### config.mk
export PLATFORM = sky130hd
export DESIGN_NAME = length_prefixed_command_frame_parser_unit
export DESIGN_NICKNAME = d
export VERILOG_FILES = /design/src/design/lpcf_pkg.sv /design/src/design/lpcf_regs.sv /design/src/design/lpcf_core.sv /design/src/design/lpcf_outq.sv /design/src/design/length_prefixed_command_frame_parser_unit.sv
export VERILOG_INCLUDE_DIRS = /design/src /design/src/design
export SDC_FILE = /design/constraint.sdc
export NUM_CORES = 1
export LEC_CHECK = 0
export ABC_AREA = 1
export BUFFER_PORTS_ARGS = -buffer_cell sky130_fd_sc_hd__buf_2
export CAP_MARGIN = 20
export CORE_MARGIN = 2
export CORE_UTILIZATION = 60
export CTS_BUF_LIST = sky130_fd_sc_hd__clkbuf_8
export DETAILED_ROUTE_END_ITERATION = 10
export PLACE_DENSITY_LB_ADDON = 0.12
export SLEW_MARGIN = 40
export SYNTH_ARGS = -nofsm -noshare
export SYNTH_HDL_FRONTEND = slang
export SYNTH_SLANG_ARGS = --single-unit
### constraint.sdc
create_clock -name clk -period 6.7 [get_ports clk]
set_input_delay 1.005 -clock clk [delete_from_list [all_inputs] [get_ports clk]]
set_output_delay 1.005 -clock clk [all_outputs]
set_load 0.01 [all_outputs]
### src/design/length_prefixed_command_frame_parser_unit_assert.svh
// Assertion macros shared by the parser RTL.
// Needs nothing else; define ASSERT_OFF to compile the checks out.
`ifndef LENGTH_PREFIXED_COMMAND_FRAME_PARSER_UNIT_ASSERT_SVH
`define LENGTH_PREFIXED_COMMAND_FRAME_PARSER_UNIT_ASSERT_SVH
`ifndef ASSERT_OFF
`define LPCF_ASSERT(label, clk, rst, prop) \
  label: assert property (@(posedge clk) disable iff (rst) (prop)) \
    else $error("lpcf assertion failed");
`define LPCF_ASSERT_NEXT(label, clk, rst, ante, cons) \
  label: assert property (@(posedge clk) disable iff (rst) (ante) |=> (cons)) \
    else $error("lpcf assertion failed");
`else
`define LPCF_ASSERT(label, clk, rst, prop)
`define LPCF_ASSERT_NEXT(label, clk, rst, ante, cons)
`endif
`endif

### src/design/lpcf_pkg.sv
// Shared types and constants for the command frame parser.
// Used by the register file, the parser core, the output buffer and the top level.
package lpcf_pkg;

  localparam int MAX_SLOTS = 6;

  typedef enum logic [1:0] {
    ST_RECEIVING = 2'd0,
    ST_COMPLETE  = 2'd1,
    ST_ERROR     = 2'd2
  } status_t;

  localparam logic [2:0] REG_COUNT      = 3'd0;
  localparam logic [2:0] REG_WORD_FIRST = 3'd1;
  localparam logic [2:0] REG_WORD_LAST  = 3'd6;

  localparam logic [7:0] CH_COLON = 8'h3A;
  localparam logic [7:0] CH_MINUS = 8'h2D;
  localparam logic [7:0] CH_PLUS  = 8'h2B;
  localparam logic [7:0] CH_SPACE = 8'h20;
  localparam logic [7:0] CH_TAB   = 8'h09;
  localparam logic [7:0] CH_CR    = 8'h0D;
  localparam logic [7:0] CH_ZERO  = 8'h30;
  localparam logic [7:0] CH_NINE  = 8'h39;

  localparam logic [4:0] POS_CMD_LAST  = 5'd3;
  localparam logic [4:0] POS_COLON_MAX = 5'd20;
  localparam logic [4:0] POS_SAT       = 5'd21;

  typedef struct packed {
    logic [2:0]                 count;
    logic [MAX_SLOTS-1:0][31:0] words;
  } cfg_t;

  typedef struct packed {
    status_t     frame_status;
    logic [2:0]  command_index;
    logic [15:0] declared_size;
    logic        payload_valid;
    logic [7:0]  payload_byte;
    logic        payload_last;
  } result_t;

endpackage

### src/design/lpcf_regs.sv
// APB-style configuration registers: command count and six command words.
// Depends on lpcf_pkg.
module lpcf_regs (
  input  logic              clk,
  input  logic              rst_n,
  input  logic              psel,
  input  logic              penable,
  input  logic              pwrite,
  input  logic [4:0]        paddr,
  input  logic [31:0]       pwdata,
  output logic [31:0]       prdata,
  output logic              pready,
  output lpcf_pkg::cfg_t    cfg
);

  logic [2:0]                           count_r;
  logic [lpcf_pkg::MAX_SLOTS-1:0][31:0] words_r;
  logic [2:0]                           idx;
  logic [2:0]                           widx;
  logic                                 wr_en;

  assign pready = 1'b1;
  assign idx    = paddr[4:2];
  assign widx   = idx - lpcf_pkg::REG_WORD_FIRST;
  assign wr_en  = psel && penable && pwrite;

  always_ff @(posedge clk) begin
    if (!rst_n) begin
      count_r <= 3'd0;
      words_r <= '0;
    end else if (wr_en) begin
      if (idx == lpcf_pkg::REG_COUNT) begin
        count_r <= pwdata[2:0];
      end else if (idx inside {[lpcf_pkg::REG_WORD_FIRST:lpcf_pkg::REG_WORD_LAST]}) begin
        words_r[widx] <= pwdata;
      end
    end
  end

  always_comb begin
    prdata = 32'd0;
    if (idx == lpcf_pkg::REG_COUNT) begin
      prdata = {29'd0, count_r};
    end else if (idx inside {[lpcf_pkg::REG_WORD_FIRST:lpcf_pkg::REG_WORD_LAST]}) begin
      prdata = words_r[widx];
    end
  end

  assign cfg.count = count_r;
  assign cfg.words = words_r;

endmodule

### src/design/lpcf_core.sv
// Parser core: frame state registers and the per-byte next-state and result logic.
// Depends on lpcf_pkg and the assertion macro header.
`include "length_prefixed_command_frame_parser_unit_assert.svh"
module lpcf_core #(
  parameter int SIZE_WIDTH    = 16,
  parameter int COMMAND_SLOTS = 6
) (
  input  logic              clk,
  input  logic              rst_n,
  input  logic              accept,
  input  logic [7:0]        data_byte,
  input  logic              restart,
  input  lpcf_pkg::cfg_t    cfg,
  output lpcf_pkg::result_t result
);

  typedef enum logic [2:0] {
    PH_COMMAND,
    PH_SEPARATOR,
    PH_SIZE_LEAD,
    PH_SIZE_DIGITS,
    PH_PAYLOAD,
    PH_DONE,
    PH_ERROR
  } phase_t;

  localparam int AW = SIZE_WIDTH + 4;

  phase_t                phase_r, phase_b, phase_nxt;
  logic [4:0]            pos_r, pos_b, pos_nxt;
  logic [31:0]           shift_r, shift_b, shift_nxt;
  logic [SIZE_WIDTH-1:0] acc_r, acc_b, acc_nxt;
  logic                  neg_r, neg_b, neg_nxt;
  logic                  stop_r, stop_b, stop_nxt;
  logic                  ovf_r, ovf_b, ovf_nxt;
  logic [SIZE_WIDTH-1:0] rem_r, rem_b, rem_nxt;
  logic [2:0]            idx_r, idx_b, idx_nxt;

  logic [2:0]            limit;
  logic                  hit;
  logic [2:0]            hit_idx;
  logic [31:0]           shift_in;
  logic [3:0]            digit;
  logic [AW-1:0]         acc_sum;
  logic                  sum_ovf;
  logic                  is_digit;
  logic                  is_space;
  logic [SIZE_WIDTH+15:0] acc_pad;
  logic                  pv;
  logic                  pl;
  lpcf_pkg::status_t     frame_st;

  assign phase_b = restart ? PH_COMMAND : phase_r;
  assign pos_b   = restart ? 5'd0 : pos_r;
  assign shift_b = restart ? 32'd0 : shift_r;
  assign acc_b   = restart ? '0 : acc_r;
  assign neg_b   = restart ? 1'b0 : neg_r;
  assign stop_b  = restart ? 1'b0 : stop_r;
  assign ovf_b   = restart ? 1'b0 : ovf_r;
  assign rem_b   = restart ? '0 : rem_r;
  assign idx_b   = restart ? 3'd0 : idx_r;

  assign shift_in = {shift_b[23:0], data_byte};
  assign limit    = (cfg.count > 3'(COMMAND_SLOTS)) ? 3'(COMMAND_SLOTS) : cfg.count;

  always_comb begin
    hit     = 1'b0;
    hit_idx = 3'd0;
    for (int i = COMMAND_SLOTS - 1; i >= 0; i--) begin
      if ((3'(i) < limit) && (cfg.words[i] == shift_in)) begin
        hit     = 1'b1;
        hit_idx = 3'(i);
      end
    end
  end

  assign is_digit = data_byte inside {[lpcf_pkg::CH_ZERO:lpcf_pkg::CH_NINE]};
  assign is_space = data_byte inside {lpcf_pkg::CH_SPACE, [lpcf_pkg::CH_TAB:lpcf_pkg::CH_CR]};
  assign digit    = 4'(data_byte - lpcf_pkg::CH_ZERO);
  assign acc_sum  = (AW'(acc_b) << 3) + (AW'(acc_b) << 1) + AW'(digit);
  assign sum_ovf  = (acc_sum[AW-1:SIZE_WIDTH] != 4'd0);

  always_comb begin
    phase_nxt = phase_b;
    shift_nxt = shift_b;
    acc_nxt   = acc_b;
    neg_nxt   = neg_b;
    stop_nxt  = stop_b;
    ovf_nxt   = ovf_b;
    rem_nxt   = rem_b;
    idx_nxt   = idx_b;
    pv        = 1'b0;
    pl        = 1'b0;
    case (phase_b)
      PH_COMMAND: begin
        shift_nxt = shift_in;
        if (pos_b >= lpcf_pkg::POS_CMD_LAST) begin
          if (hit) begin
            idx_nxt   = hit_idx;
            phase_nxt = PH_SEPARATOR;
          end else begin
            phase_nxt = PH_ERROR;
          end
        end
      end
      PH_SEPARATOR: phase_nxt = PH_SIZE_LEAD;
      PH_SIZE_LEAD, PH_SIZE_DIGITS: begin
        if (data_byte == lpcf_pkg::CH_COLON) begin
          if (ovf_b || (neg_b && (acc_b != '0))) begin
            phase_nxt = PH_ERROR;
          end else begin
            rem_nxt   = acc_b;
            phase_nxt = (acc_b == '0) ? PH_DONE : PH_PAYLOAD;
          end
        end else if (pos_b >= lpcf_pkg::POS_COLON_MAX) begin
          phase_nxt = PH_ERROR;
        end else if (phase_b == PH_SIZE_LEAD) begin
          if (!is_space) begin
            phase_nxt = PH_SIZE_DIGITS;
            if (data_byte == lpcf_pkg::CH_MINUS) begin
              neg_nxt = 1'b1;
            end else if (data_byte == lpcf_pkg::CH_PLUS) begin
              neg_nxt = neg_b;
            end else if (is_digit) begin
              if (!ovf_b) begin
                if (sum_ovf) ovf_nxt = 1'b1;
                else acc_nxt = acc_sum[SIZE_WIDTH-1:0];
              end
            end else begin
              stop_nxt = 1'b1;
            end
          end
        end else if (!stop_b) begin
          if (is_digit) begin
            if (!ovf_b) begin
              if (sum_ovf) ovf_nxt = 1'b1;
              else acc_nxt = acc_sum[SIZE_WIDTH-1:0];
            end
          end else begin
            stop_nxt = 1'b1;
          end
        end
      end
      PH_PAYLOAD: begin
        pv = 1'b1;
        rem_nxt = (rem_b != '0) ? rem_b - 1'b1 : rem_b;
        if (rem_nxt == '0) begin
          pl        = 1'b1;
          phase_nxt = PH_DONE;
        end
      end
      default: phase_nxt = phase_b;
    endcase
  end

  assign pos_nxt = (pos_b < lpcf_pkg::POS_SAT) ? pos_b + 5'd1 : pos_b;
  assign acc_pad = (SIZE_WIDTH + 16)'(acc_nxt);

  always_comb begin
    case (phase_nxt)
      PH_ERROR: frame_st = lpcf_pkg::ST_ERROR;
      PH_DONE:  frame_st = lpcf_pkg::ST_COMPLETE;
      default:  frame_st = lpcf_pkg::ST_RECEIVING;
    endcase
  end

  assign result.frame_status  = frame_st;
  assign result.command_index = (phase_nxt == PH_ERROR) ? 3'd0 : idx_nxt;
  assign result.declared_size = ((phase_nxt == PH_PAYLOAD) || (phase_nxt == PH_DONE))
                                ? acc_pad[15:0] : 16'd0;
  assign result.payload_valid = pv;
  assign result.payload_byte  = pv ? data_byte : 8'd0;
  assign result.payload_last  = pl;

  always_ff @(posedge clk) begin
    if (!rst_n) begin
      phase_r <= PH_COMMAND;
      pos_r   <= 5'd0;
      shift_r <= 32'd0;
      acc_r   <= '0;
      neg_r   <= 1'b0;
      stop_r  <= 1'b0;
      ovf_r   <= 1'b0;
      rem_r   <= '0;
      idx_r   <= 3'd0;
    end else if (accept) begin
      phase_r <= phase_nxt;
      pos_r   <= pos_nxt;
      shift_r <= shift_nxt;
      acc_r   <= acc_nxt;
      neg_r   <= neg_nxt;
      stop_r  <= stop_nxt;
      ovf_r   <= ovf_nxt;
      rem_r   <= rem_nxt;
      idx_r   <= idx_nxt;
    end
  end

  `LPCF_ASSERT(a_payload_has_rem, clk, !rst_n, (phase_r != PH_PAYLOAD) || (rem_r != '0))
  `LPCF_ASSERT(a_pos_saturates, clk, !rst_n, pos_r <= lpcf_pkg::POS_SAT)
  `LPCF_ASSERT_NEXT(a_done_holds, clk, !rst_n,
    accept && !restart && (phase_r == PH_DONE || phase_r == PH_ERROR), $stable(phase_r))

endmodule

### src/design/lpcf_outq.sv
// Two-entry result buffer: output register plus skid slot.
// Depends on lpcf_pkg and the assertion macro header.
`include "length_prefixed_command_frame_parser_unit_assert.svh"
module lpcf_outq (
  input  logic              clk,
  input  logic              rst_n,
  input  logic              push,
  input  lpcf_pkg::result_t push_data,
  output logic              space,
  output logic              out_valid,
  input  logic              out_ready,
  output lpcf_pkg::result_t out_data
);

  lpcf_pkg::result_t head_r;
  lpcf_pkg::result_t skid_r;
  logic              hv_r;
  logic              sv_r;
  logic              pop;

  assign space     = !sv_r;
  assign out_valid = hv_r;
  assign out_data  = head_r;
  assign pop       = hv_r && out_ready;

  always_ff @(posedge clk) begin
    if (!rst_n) begin
      hv_r <= 1'b0;
      sv_r <= 1'b0;
    end else begin
      if (pop && !push) begin
        if (sv_r) begin
          head_r <= skid_r;
          sv_r   <= 1'b0;
        end else begin
          hv_r <= 1'b0;
        end
      end else if (push && !pop) begin
        if (!hv_r) begin
          head_r <= push_data;
          hv_r   <= 1'b1;
        end else begin
          skid_r <= push_data;
          sv_r   <= 1'b1;
        end
      end else if (push && pop) begin
        head_r <= push_data;
      end
    end
  end

  `LPCF_ASSERT(a_skid_needs_head, clk, !rst_n, !sv_r || hv_r)
  `LPCF_ASSERT_NEXT(a_no_push_when_full, clk, !rst_n, sv_r && !pop, sv_r && hv_r)

endmodule

### src/design/length_prefixed_command_frame_parser_unit.sv
// Length-prefixed command frame parser, top level: config registers, parser core, result buffer.
// Output: each result is registered in the output buffer before it shows on out_*.
// Throughput: one byte per cycle while in_ready is high, with frame state updated per byte;
// a two-entry result buffer keeps input flowing while one result waits.
// Reset: synchronous, active low; clears command registers, frame state and the result buffer.
module length_prefixed_command_frame_parser_unit #(
  parameter int SIZE_WIDTH    = 16,
  parameter int COMMAND_SLOTS = 6
) (
  input  logic        clk,
  input  logic        rst_n,
  input  logic        in_valid,
  output logic        in_ready,
  input  logic [7:0]  in_data_byte,
  input  logic        in_restart,
  output logic        out_valid,
  input  logic        out_ready,
  output logic [1:0]  out_frame_status,
  output logic [2:0]  out_command_index,
  output logic [15:0] out_declared_size,
  output logic        out_payload_valid,
  output logic [7:0]  out_payload_byte,
  output logic        out_payload_last,
  input  logic        psel,
  input  logic        penable,
  input  logic        pwrite,
  input  logic [4:0]  paddr,
  input  logic [31:0] pwdata,
  output logic [31:0] prdata,
  output logic        pready
);

  lpcf_pkg::cfg_t    cfg;
  lpcf_pkg::result_t step_res;
  lpcf_pkg::result_t out_res;
  logic              accept;
  logic              space;

  assign in_ready = space;
  assign accept   = in_valid && space;

  lpcf_regs u_regs (
    .clk     (clk),
    .rst_n   (rst_n),
    .psel    (psel),
    .penable (penable),
    .pwrite  (pwrite),
    .paddr   (paddr),
    .pwdata  (pwdata),
    .prdata  (prdata),
    .pready  (pready),
    .cfg     (cfg)
  );

  lpcf_core #(
    .SIZE_WIDTH    (SIZE_WIDTH),
    .COMMAND_SLOTS (COMMAND_SLOTS)
  ) u_core (
    .clk       (clk),
    .rst_n     (rst_n),
    .accept    (accept),
    .data_byte (in_data_byte),
    .restart   (in_restart),
    .cfg       (cfg),
    .result    (step_res)
  );

  lpcf_outq u_outq (
    .clk       (clk),
    .rst_n     (rst_n),
    .push      (accept),
    .push_data (step_res),
    .space     (space),
    .out_valid (out_valid),
    .out_ready (out_ready),
    .out_data  (out_res)
  );

  assign out_frame_status  = out_res.frame_status;
  assign out_command_index = out_res.command_index;
  assign out_declared_size = out_res.declared_size;
  assign out_payload_valid = out_res.payload_valid;
  assign out_payload_byte  = out_res.payload_byte;
  assign out_payload_last  = out_res.payload_last;

endmodule
==> flow_summary_export.csv <==
group,metric,value,unit
job,max_cap_violations,0,
clocking,clock_tree.root_cell,"clkbuf_8",
timing,finalSetupViolCount,0,
timing,final.hold.worst_slack,0.468,ns
synthesis,postSynthCellCount,3254,
finish,multi_input_comb_area,11200,µm²
status,status,"complete, no violations",
synthesis,leading_area_contributor_after_synthesis,"dfxtp_1",
synthesis,postSynthAreaPerCell,6.32,µm²
clocking,cts.clk_slew.worst_paths,0.06,ns
route,route.final.wire_length,80200,µm
power,total_power,4860,µW
global_routing,grt_antenna_before_repair,0,
global_routing,grt_start_max_net_pins,124,
synthesis,postSynth.topFlopCell,"dfxtp_1",
synthesis,yosysWarningCount,0,
finish,area_growth,8.95,%
floorplan,top_level_ports,119,
clocking,cts_resized,0,
route,drc,0,
synthesis,yosys.area_share.simple,28.8,%
worst_setup_path,timing.critical_path.max_delay_family,"buffers and inverters",
synthesis,compound_gate_fraction_of_synth_area,21.6,%
worst_setup_path,worstSetupEndpointType,"output port",
power,cellPowerDensity,217,nW/µm²
clocking,tritoncts_clock_tree,"yes",
floorplan,die_footprint,35800,µm²
synthesis,yosys_register_bits,329,
finish,final_core_density,66.7,%
floorplan,starting_density_of_the_core,61.2,%
timing,max_clock_freq,180,MHz
finish,seq_area,7210,µm²
worst_setup_path,path_max_fanout,31,
synthesis,synth.area.mux_share,0,%
power,ir_drop,199,µV
synthesis,synthesis.area,20600,µm²
route,drt-pass1-iter-count,6,
finish,insertedDiodeCount,0,
synthesis,synth_xor_xnor_area_share,1.40,%
floorplan,std_cell_rows,67,
worst_setup_path,critPathLaunchType,"primary input",
timing,slew_viol_final,0,
finish,leading_cell_type_in_the_layout_fill_and_taps_excluded,"nand2_1",
timing,tightestPinTransition,1.07,ns
clocking,clockBufferDepth,3,
placed_design,port_buffers,115,
global_routing,grt.total_usage,44.4,%
worst_setup_path,path_buf_inv,8,
worst_setup_path,critical_path_arrival,4.56,ns
synthesis,dominant_combinational_cell_family_by_area_after_synthesis,"simple AND/OR/NAND/NOR gates",
placed_design,detailedPlacementHpwl,56200,µm
route,vias_per_cell,6.03,
placed_design,gp_congestion,1.03,
synthesis,post_synth_fa_ha_maj_area_fraction,2.47,%
worst_setup_path,crit_path_max_incr_delay,0.71,ns
timing,final.setup_skew,0.0258,ns
global_routing,number_of_global_route_vias_before_repair,21200,
clocking,htree_levels,2,
timing,min_period,5.57,ns
min_path,hold_class,"flop to flop",
worst_setup_path,crit_path_top_delay_cell,"a2111oi_0",
timing,relSlewSlack,26.7,%
finish,layout.nets,3398,
clocking,cts.sink_count,329,
placed_design,dpl-instance-area,21400,µm²
clocking,clock_latency,0.67,ns
worst_setup_path,path_cells,"buf_2 > inv_1 > ha_1 > buf_4 > nor2_1 > inv_1 > nor2_1 > buf_4 > inv_1 > buf_4 > o221ai_1 > a2111oi_0 > buf_2",
finish,num-fill-cells,3157,
clocking,cts_made_buffers,56,
clocking,cts_hold_buffers,0,
timing,tns,0,ns
finish,postLayoutCellArea,22400,µm²
synthesis,synth_nets,3347,
synthesis,postSynth.asyncResetShare,0,%
synthesis,synth_largest_type_area_fraction,26.0,%
synthesis,synth.yosys.seq_area_share,35.0,%
global_routing,aggregate_global_routing_overflow,0,
floorplan,die_width,189,µm
synthesis,synth_edf_count,62,
timing,rsz0062_at_grt,"false",
timing,layout_worst_path_cycle_share,83.1,%
synthesis,ys_types,53,
route,detailroute.via_count,22800,
clocking,setup_bufs_post_cts,0,
finish,most-common-layout-cells,"880 x nand2_1, 420 x inv_1, 388 x nor2_1, 362 x o21ai_0, 296 x a21oi_1",
global_routing,grt_pass1_wl,121000,µm
route,first_iter_violations,3130,
route,final_antenna_net_count,0,
floorplan,coreArea,33600,µm²
route,wl_cell,21.2,µm
worst_setup_path,critPathKind,"primary input to output port",
finish,layout-drive-gt1-share,7.99,%
worst_setup_path,worstPathRequired,5.69,ns
power,cellLeakagePower,0.0104,µW
synthesis,synth_top_cells_by_area,"dfxtp_1 26%, nand2_1 16%, edfxtp_1 9.0%, o21ai_0 8.8%, inv_1 7.3%",
floorplan,floorplan.die.height,189,µm
timing,final-hold-violation-count,0,
[logic make-up (layout without fill, tap and decap cells)]
kind of cell,after synthesis,after routing
fa+ha+maj,40,40
simple gates,1473,1473
xor+xnor,33,33
other cells,1,1
buf+inv,575,663
flops,329,329
compound gates,803,803
[worst register-to-register path, stage by stage (launching register included)]
cell,delay [ns]
dfxtp_1,0.34
nand2_1,0.19
inv_1,0.16
ha_1,0.31
ha_1,0.18
inv_1,0.06
fa_1,0.42
inv_1,0.10
nand2_1,0.05
nand2_1,0.07
nand4_1,0.08
nand2_1,0.19
nand2_1,0.13
nand2_1,0.11
nand2_1,0.06
nand2_1,0.06
nand2_1,0.05
nor2_1,0.58
nand2_1,0.12
nand3_1,0.11
nand2_1,0.07
nand2_1,0.06
nand2_1,0.19
nor2_2,0.19
nor2_1,0.05
nor2_1,0.09
[state kept, by name, summed over array words and instances, names as in the netlist, 5 cells and up]
signal and count:
u_core.shift_r 24, u_outq.skid_r 31, u_core.rem_r 16, u_outq.out_data 31, u_regs.cfg 192, u_core.pos_r 5
u_core.acc_r 16
[Yosys cell counts (all sizes together) (5+ instances only)]
cell type and n:
xor2 23, nor4 6, a21oi 297, xnor2 10
a211oi 12, inv 410, buf 33, o221ai 35
o211ai 33, nor2 405, nor3 12, nand2 889
nand3b 5, clkbuf 123, o22ai 13, clkinv 9
a2111oi 25, edfxtp 62, ha 39, nand3 114
dfxtp 267, o21ai 368, nand4 34
[power by group]
part | total, µW | switching, µW | internal [µW] | leakage [µW]
clock | 1780 | 876 | 903 | 0.000616
combinational | 952 | 691 | 261 | 0.00702
sequential | 2130 | 41.4 | 2080 | 0.00273
[routing by layer]
layer | track usage [%] | vias up | share of wire (%)
met4 | 33.5 | 0 | 8.2
met3 | 8.25 | 327 | 11
met1 | 55.3 | 10300 | 37
met2 | 68.5 | 1459 | 43
li1 | - | 10700 | -
met5 | 0 | - | 0
[area by class of cell]
type	count	area share (%)
Clock buffer	64	3.93
Clock inverter	31	0.731
Inverter	419	7.04
Multi-Input combinational cell	2350	49.9
Sequential cell	329	32.1
Tap cell	448	2.50
Timing Repair Buffer	149	3.78
[path summary, 6_finish.rpt]
| path | depth (start not counted) | start | to | slack [ns] |
|---|---|---|---|---|
| max | 13 | paddr[3] | prdata[13] | 1.13 |
| min | 2 | u_core.rem_r[1]$_SDFFE_PN0P_ | u_core.rem_r[1]$_SDFFE_PN0P_ | 0.47 |
| min reg2reg | 2 | u_core.rem_r[1]$_SDFFE_PN0P_ | u_core.rem_r[1]$_SDFFE_PN0P_ | 0.47 |
| max reg2reg | 25 | u_core.acc_r[1]$_SDFFE_PN0P_ | u_outq.out_data[16]$_DFFE_PP_ | 2.53 |
[per-stage QoR]
stage                     instances  setup WS (ns)
after floorplan                3254           2.15
after global placement         3695           1.42
after detailed placement       3695           1.35
after CTS                      3790           1.36
after global routing           3790           1.16
final                          3790           1.13
(Power assumes the default switching activity.)
